**src/b64sd_pkg.sv**
```systemverilog
`default_nettype none

package b64sd_pkg;

    // padding character, stops decoding for the rest of the string
    localparam logic [7:0] PAD_CHAR = 8'h3D;

    // sextet code for a character outside the alphabet
    localparam logic [6:0] SEXTET_NONE = 7'd64;

    // one character request
    typedef struct packed {
        logic [7:0] in_char;
        logic       end_of_text;
    } char_req_t;

    // one result request
    typedef struct packed {
        logic       byte_valid;
        logic [7:0] out_byte;
        logic       text_done;
        logic       decode_ok;
    } result_req_t;

    // map an ascii code to its 6-bit value, or SEXTET_NONE
    function automatic logic [6:0] sextet_of(input logic [7:0] c);
        logic [6:0] v;
        begin
            v = SEXTET_NONE;
            if (c inside {[8'h41 : 8'h5A]}) begin
                v = 7'(c - 8'h41);
            end else if (c inside {[8'h61 : 8'h7A]}) begin
                v = 7'(c - 8'h61 + 8'd26);
            end else if (c inside {[8'h30 : 8'h39]}) begin
                v = 7'(c - 8'h30 + 8'd52);
            end else if (c == 8'h2B) begin
                v = 7'd62;
            end else if (c == 8'h2F) begin
                v = 7'd63;
            end
            return v;
        end
    endfunction

endpackage

`default_nettype wire

```
**src/base64_stream_decoder.sv**
```systemverilog
// Streaming Base64 decoder taking one character per request and giving exactly one result
// request per character, one character per cycle sustained unless a result is held back, with
// each result registered; a character is taken while a finished result waits as long as
// that result leaves in the same cycle. Characters outside the Base64 alphabet are skipped,
// the first '=' ends decoding until the end-of-text character, and leftover bits are dropped.
// A result carries a byte when the character completed one, and on the end-of-text character
// it reports whether the string produced any byte; the decoder then clears its state.
`default_nettype none

module base64_stream_decoder (
    input  wire logic                   clk,
    input  wire logic                   rst_n,
    input  wire logic                   char_valid,
    output logic                        char_stall,
    input  wire b64sd_pkg::char_req_t   char_data,
    output logic                        result_valid,
    input  wire logic                   result_stall,
    output b64sd_pkg::result_req_t      result_data
);

    logic [5:0]             bit_residue_reg, bit_residue_next;
    logic [2:0]             bits_held_reg, bits_held_next;
    logic                   pad_seen_reg, pad_seen_next;
    logic                   any_byte_out_reg, any_byte_out_next;
    logic                   result_valid_reg, result_valid_next;
    b64sd_pkg::result_req_t result_data_reg, result_data_next;

    logic        accept;
    logic [6:0]  sextet;
    logic [2:0]  held;
    logic [5:0]  residue_masked;
    logic [11:0] acc;
    logic [3:0]  n;
    logic        emit;
    logic [7:0]  byte_val;

    // take a character unless a result is waiting and held back
    assign char_stall   = result_valid_reg && result_stall;
    assign accept       = char_valid && !char_stall;
    assign result_valid = result_valid_reg;
    assign result_data  = result_data_reg;

    // sextet lookup and accumulator shift
    always_comb
    begin
        sextet         = b64sd_pkg::sextet_of(char_data.in_char);
        held           = (bits_held_reg == 3'd7) ? 3'd6 : bits_held_reg;
        residue_masked = bit_residue_reg & 6'(~(6'h3F << held));
        acc            = {residue_masked, sextet[5:0]};
        n              = 4'(held) + 4'd6;
        emit           = 1'b0;
        byte_val       = 8'h00;
        if (n >= 4'd8) begin
            n        = n - 4'd8;
            emit     = 1'b1;
            byte_val = 8'(acc >> n);
        end
    end

    // next state and result
    always_comb
    begin
        bit_residue_next  = bit_residue_reg;
        bits_held_next    = bits_held_reg;
        pad_seen_next     = pad_seen_reg;
        any_byte_out_next = any_byte_out_reg;
        result_valid_next = result_valid_reg && result_stall;
        result_data_next  = result_data_reg;
        if (accept) begin
            result_data_next.byte_valid = 1'b0;
            result_data_next.out_byte   = 8'h00;
            if (!pad_seen_reg) begin
                if (char_data.in_char == b64sd_pkg::PAD_CHAR) begin
                    pad_seen_next = 1'b1;
                end else if (sextet != b64sd_pkg::SEXTET_NONE) begin
                    bit_residue_next = 6'(acc) & 6'(~(6'h3F << n));
                    bits_held_next   = n[2:0];
                    if (emit) begin
                        result_data_next.byte_valid = 1'b1;
                        result_data_next.out_byte   = byte_val;
                        any_byte_out_next           = 1'b1;
                    end
                end
            end
            result_data_next.text_done = char_data.end_of_text;
            result_data_next.decode_ok = char_data.end_of_text && any_byte_out_next;
            result_valid_next          = 1'b1;
            // end of string returns to the reset state
            if (char_data.end_of_text) begin
                bit_residue_next  = 6'd0;
                bits_held_next    = 3'd0;
                pad_seen_next     = 1'b0;
                any_byte_out_next = 1'b0;
            end
        end
    end

    // control state
    always_ff @(posedge clk or negedge rst_n)
    begin
        if (!rst_n) begin
            bit_residue_reg  <= 6'd0;
            bits_held_reg    <= 3'd0;
            pad_seen_reg     <= 1'b0;
            any_byte_out_reg <= 1'b0;
            result_valid_reg <= 1'b0;
        end else begin
            bit_residue_reg  <= bit_residue_next;
            bits_held_reg    <= bits_held_next;
            pad_seen_reg     <= pad_seen_next;
            any_byte_out_reg <= any_byte_out_next;
            result_valid_reg <= result_valid_next;
        end
    end

    // result payload
    always_ff @(posedge clk)
    begin
        result_data_reg <= result_data_next;
    end

endmodule

`default_nettype wire

```
**config.mk**
```make
export PLATFORM = sky130hd
export DESIGN_NAME = base64_stream_decoder
export DESIGN_NICKNAME = d
export VERILOG_FILES = /design/src/b64sd_pkg.sv /design/src/base64_stream_decoder.sv
export SDC_FILE = /design/constraint.sdc
export NUM_CORES = 1
export LEC_CHECK = 0
export BUFFER_PORTS_ARGS = -buffer_cell sky130_fd_sc_hd__clkbuf_2
export CORE_MARGIN = 2
export CORE_UTILIZATION = 58
export CTS_CLUSTER_SIZE = 10
export DETAILED_ROUTE_END_ITERATION = 12
export GPL_ROUTABILITY_DRIVEN = 0
export PLACE_DENSITY = 0.76
export SLEW_MARGIN = 20
export SYNTH_ARGS = -nofsm -noshare
export SYNTH_HDL_FRONTEND = slang
export SYNTH_SLANG_ARGS = --single-unit
```
**constraint.sdc**
```tcl
create_clock -name clk -period 2.5 [get_ports clk]
set_input_delay 0.5 -clock clk [delete_from_list [all_inputs] [get_ports clk]]
set_output_delay 0.5 -clock clk [all_outputs]
set_load 0.02 [all_outputs]
```
# After elaboration in Yosys (flattened, before gate mapping)
# Index checks and enable logic that the tools add are counted.
classes:
  div: 0
  n_mux: 28
  n_reduce_logical: 11
  n_eq_ne: 7
  shift: 3
  n_addsub: 7
  bitwise: 7
  order_cmp: 7
  multipliers: 0
op_table:
  columns: ["op", "n"]
  rows:
  - ["2-to-1 mux 7 bit", 5]
  - ["== test 8 x 6 -> 1 bit, second input constant", 3]
  - ["2-to-1 mux 6 bit", 4]
  - [">= comparator 8 x 7 -> 1 bit, second input constant", 2]
  - ["less-or-equal comparator 8 x 7 -> 1 bit, second input constant", 2]
  - ["2-to-1 mux 3 bit", 5]
  - ["subtractor 7 bit, second input constant", 2]
  - ["bitwise AND 6 bit", 2]
  - ["inverter 6 bit", 2]
  - [">> shifter 12 x 4 -> 8 bit", 1]
  - ["2-to-1 mux 1 bit", 11]
  - ["2-to-1 mux 9 bit", 1]
  - [">= comparator 8 x 6 -> 1 bit, second input constant", 1]
  - ["less-or-equal comparator 8 x 6 -> 1 bit, second input constant", 1]
  - ["2-to-1 mux 8 bit", 1]
  - ["adder 7 x 5 -> 7 bit, second input constant", 1]
  - ["adder 7 x 6 -> 7 bit, second input constant", 1]
  - ["!= test 7 bit, second input constant", 1]
  - ["subtractor 7 x 6 -> 7 bit, second input constant", 1]
  - ["logical AND 1 bit", 6]
  - ["<< shifter 6 x 3 -> 6 bit, first input constant", 1]
  - ["<< shifter 6 x 4 -> 6 bit, first input constant", 1]
  - ["OR reduction 5 bit", 1]
  - ["adder 3 x 3 -> 4 bit, second input constant", 1]
  - ["10 further kinds", 13]
word_totals:
  register_bits: 23
  mem_bits_ro: 0
  input_bits: 13
  latchBits: 0
  ram_bits: 0
  memories: 0

# Longest topological paths before layout
logic_depth:
  word_depth: 12
  ltp_mapped: 12

# Least setup slack after synthesis
# Ideal clock, no wire load.
synth_timing:
  path_kind: "input -> register"
  startpoint: "input port char_data[3] (netlist bit)"
  endpoint: "register result_data_reg, in the netlist result_data[4], data pin"
  setup_ps: 255
  arrival_ps: 2677
  path_slack_ps: -432
  required_ps: 2245
  cell_stages: 12
  cell_sequence: "inv_1 -> ha_1 -> a21o_1 -> a311o_1 -> o32a_1 -> o21ai_4 -> nand4_4 -> o31ai_4 -> or2_1 -> buf_4 -> inv_2 -> and3_1"
synth_between:
  elab_chain_len: 9
synth_lines:
  columns: ["element", "line", "rtl"]
  rows:
  - ["start, declared", "base64_stream_decoder.sv:15", "input wire b64sd_pkg::char_req_t char_data,"]
  - ["parallel branches: the longest is 9 deep, another holds subtractor 7 x 6 -> 7 bit", null, null]
  - ["end signal, assigned", "base64_stream_decoder.sv:119", "result_data_reg <= result_data_next;"]
  - ["end, declared", "base64_stream_decoder.sv:26", "b64sd_pkg::result_req_t result_data_reg, result_data_next;"]
# Several ways; the timed one is not identified.
# A chain may end at the register's enable or synchronous reset.

# Worst setup path in the final report
layout_timing:
  startpoint: "input port char_data[2] (netlist bit)"
  endpoint: "register result_data_reg, in the netlist result_data[4], data pin"
# The elaborated chain is that of the path after synthesis.

==> impl_metrics.toml <==
[pwr]
swShare = 0.395
ir_drop_uv = 297
power_density_mw_per_mm2 = 478
internal-power_uw = 764
pwr-share-seq = 0.373
p_leak_uw = 0.00114
pwr-share-comb = 0.483
switching_power_uw = 499
clockPowerShare = 0.144

[yosys]
netlist_area_mm2 = 0.00196
synth_compound_area_frac = 0.290
yosysSeqAreaShare = 0.321
ys_async_sr_fraction = 0.522
ys_types = 57
synth_adder_area_share = 0.0574
syn_avg_cell_area_um2 = 8.35
ys_ff_latch = 23
syn_inst = 235
synth-main-ff-cell = "dfrtp_1"
synth_top_area_share = 0.168
synth_top_area_cell = "edfxtp_1"
synth_top_family_by_area = "compound AO/OA/AOI/OAI gates"
synth_edf_count = 11
syn-num-nets = 257
muxShareOfSynthArea = 0.0261
synth_xor_area_frac = 0.0179
ys_warn_count = 0
synth-simple-area-share = 0.229
synthTopCellsByArea = "edfxtp_1, dfrtp_1, a21oi_1"

[cells_and_area]
largest_register_ffs = 11
diodes = 0
utilization = 0.805
nNetsFinal = 320
drive_gt1_frac = 0.360
area_growth_syn_to_layout_pct = 34.8
fin_area_mm2 = 0.00264

[worst_setup_path]
worstPathRequired_ns = 2.59
rrSetupSlack_ns = 0.35
crit_end = "result_data[4]"
crit_cells = 12
reg2reg_depth = 8
cp_max_fo = 6
cp_num_buf_inv = 3
cp_top_family = "compound AO/OA/AOI/OAI gates"
timing.rr.end = "result_data[3]"
r2r_start = "bits_held_reg[0]"
critPathKind = "in -> reg"
max_stage_delay_ns = 0.35
worstPathArrival_ns = 2.56
worstPathCellList = "clkbuf_2 -> inv_4 -> ha_4 -> and4bb_2 -> a311o_1 -> o32a_1 -> o21ai_4 -> nand4_4 -> o31ai_4 -> or2_4 -> inv_2 -> and3_4"
crit_start = "char_data[2]"
endpoint_kind = "flop"
startpoint_type = "input pin"
crit_slowest_cell = "o32a_1"

[hold_path]
hp-class = "in -> async"

[cts]
cts_tree = "done"
clock_sinks = 23
clk_path_buf_depth = 2
cts_root_buffer = "clkbuf_4"
cts_max_level = 1
cts.clk_slew.worst_paths_ns = 0.14
clk-insertion-delay-late_ns = 0.33
cts-buffers-inserted = 3

[die]
fp.dieH_um = 62.2
rows = 21
fp.dieArea_mm2 = 0.00386
start_util = 0.597
die_w_um = 62.2
ios = 26
coreArea_mm2 = 0.00328

[detailed_routing]
avgViaCountPerCell = 6.04
num_vias = 2071
dr.pass1.iters = 4
ant_nets = 0
drt_iter0_drc = 151
wl_um = 5430
drc = 0
wl_per_cell_um = 15.8

[global_route]
antenna_found_initial = 0
grt-ovfl-total = 0
grt_usage = 0.288
grt_max_degree = 20
grt_pass1_vias = 1967
grt_first_pass_wirelength_um = 9020

[status]
outcome = "completed"

[timing]
tightest_slew_ns = 0.643
setup_viol = 0
slew_headroom = 0.572
fin_crit_sh = 0.988
slew_viol_final = 0
finalHoldViolCount = 0
fmax_mhz = 405
setup_ws_ns = 0.0296
clock_skew_ns = 0.0181
rsz0062_at_grt = "true"
holdWs_ns = 0.0289
period_minus_slack_ns = 2.47

[place]
hpwl_um = 4190
dpl-instance-area_mm2 = 0.00249
dp_slack_ns = -0.549
portBuffers = 25

[run]
cap_violations = 0
metrics by stage:
step | total power, uW | instances | TNS (ns)
global route | 1330 | 343 | -0.265
finish | 1260 | 343 | 0
CTS | 1220 | 342 | 0
detailed placement | 1040 | 338 | -8.46
global placement | 1030 | 338 | -7.19
floorplan | 841 | 235 | -1.75
per-layer routing:
| layer | vias up | GRT usage | part of all wire |
|---|---|---|---|
| li1 | 1011 | - | - |
| met1 | 978 | 0.353 | 0.42 |
| met2 | 65 | 0.510 | 0.51 |
| met3 | 17 | 0.0362 | 0.041 |
| met4 | 0 | 0.119 | 0.025 |
| met5 | - | 0 | 0 |
logic make-up (layout without fill, tap and decap cells):
family	after synthesis	after routing
buf+inv	28	90
compound gates	81	81
flops	23	23
xor+xnor	4	4
simple gates	85	85
mux	5	5
fa+ha+maj	9	9
power groups by stage:
stage	registers, uW	logic, uW	clock network [uW]
2_1_floorplan	490	350	0
3_5_place_dp	478	558	0
3_3_place_gp	477	549	0
6_report	471	610	182
5_1_grt	476	662	197
4_1_cts	470	570	180
what timing repair did:
item / 4_1_cts / 5_1_grt
gates resized for setup: 8 / 22
pin swaps: 0 / 2
hold buffers: 0 / 0
setup buffers: 0 / 1
endpoints found under the hold margin: 0 / 0
endpoints found under the setup margin: 18 / 19
worst register-to-register path, delay by kind of cell (launching register included):
| kind | cells | cell delay, ns |
|---|---|---|
| AOI/OAI and AO/OA | 6 | 0.92 |
| DFF | 1 | 0.78 |
| and+or+nand+nor | 2 | 0.20 |
synth_stat cells, drive strengths merged, types with 4 or more instances:
library cell  instances
nor2b                 4
nor3                  8
inv                  14
nand4                 4
dfrtp                12
buf                   4
a211oi                5
o21a                  4
nor2                 17
nand3                 7
nand2                26
a31oi                 5
a21o                  6
mux2i                 4
ha                    9
clkbuf               10
o21ai                15
a21oi                23
edfxtp               11
cell type report:
class / instances / area, um^2
well taps: 46 / 57.6
multi-input cells: 184 / 1350
fillers: 235 / 641
inverters: 14 / 70.1
repair buffers: 72 / 509
clock buffers: 3 / 22.5
flip-flops and latches: 23 / 631
clock inverters: 1 / 6.26
layout by cell type (no fill, tap or decap), types with 3 or more instances in the layout:
| master | count |
|---|---|
| buf_4 | 47 |
| nand2_1 | 26 |
| clkbuf_2 | 22 |
| a21oi_1 | 21 |
| nor2_1 | 14 |
| o21ai_0 | 12 |
| dfrtp_1 | 12 |
| edfxtp_1 | 11 |
| inv_1 | 9 |
| nand3_1 | 7 |
| nor3_1 | 7 |
| a21o_1 | 5 |
| a31oi_1 | 5 |
| ha_4 | 5 |
| nor2b_1 | 4 |
| a211oi_1 | 4 |
| mux2i_1 | 4 |
| ha_1 | 4 |
| inv_4 | 3 |
| nand2b_1 | 3 |
| nor2_2 | 3 |
| nand4_1 | 3 |
| o2111ai_1 | 3 |
| o21a_1 | 3 |
| xor2_1 | 3 |
| a22o_1 | 3 |
| clkbuf_4 | 3 |
how the worst min path moves through the flow:
| stage | from | endpoint | slack [ns] | depth (start not counted) |
|---|---|---|---|---|
| global placement | rst_n | result_valid | 0.40 | 1 |
| detailed placement | rst_n | result_valid | 0.40 | 1 |
| finish | rst_n | result_valid | 0.03 | 1 |
| global route | rst_n | bit_residue_reg[5] | 0.04 | 1 |
| CTS | rst_n | result_valid | 0.04 | 1 |
| floorplan | rst_n | any_byte_out_reg | 0.20 | 0 |
Power figures use the tool's default switching activity.
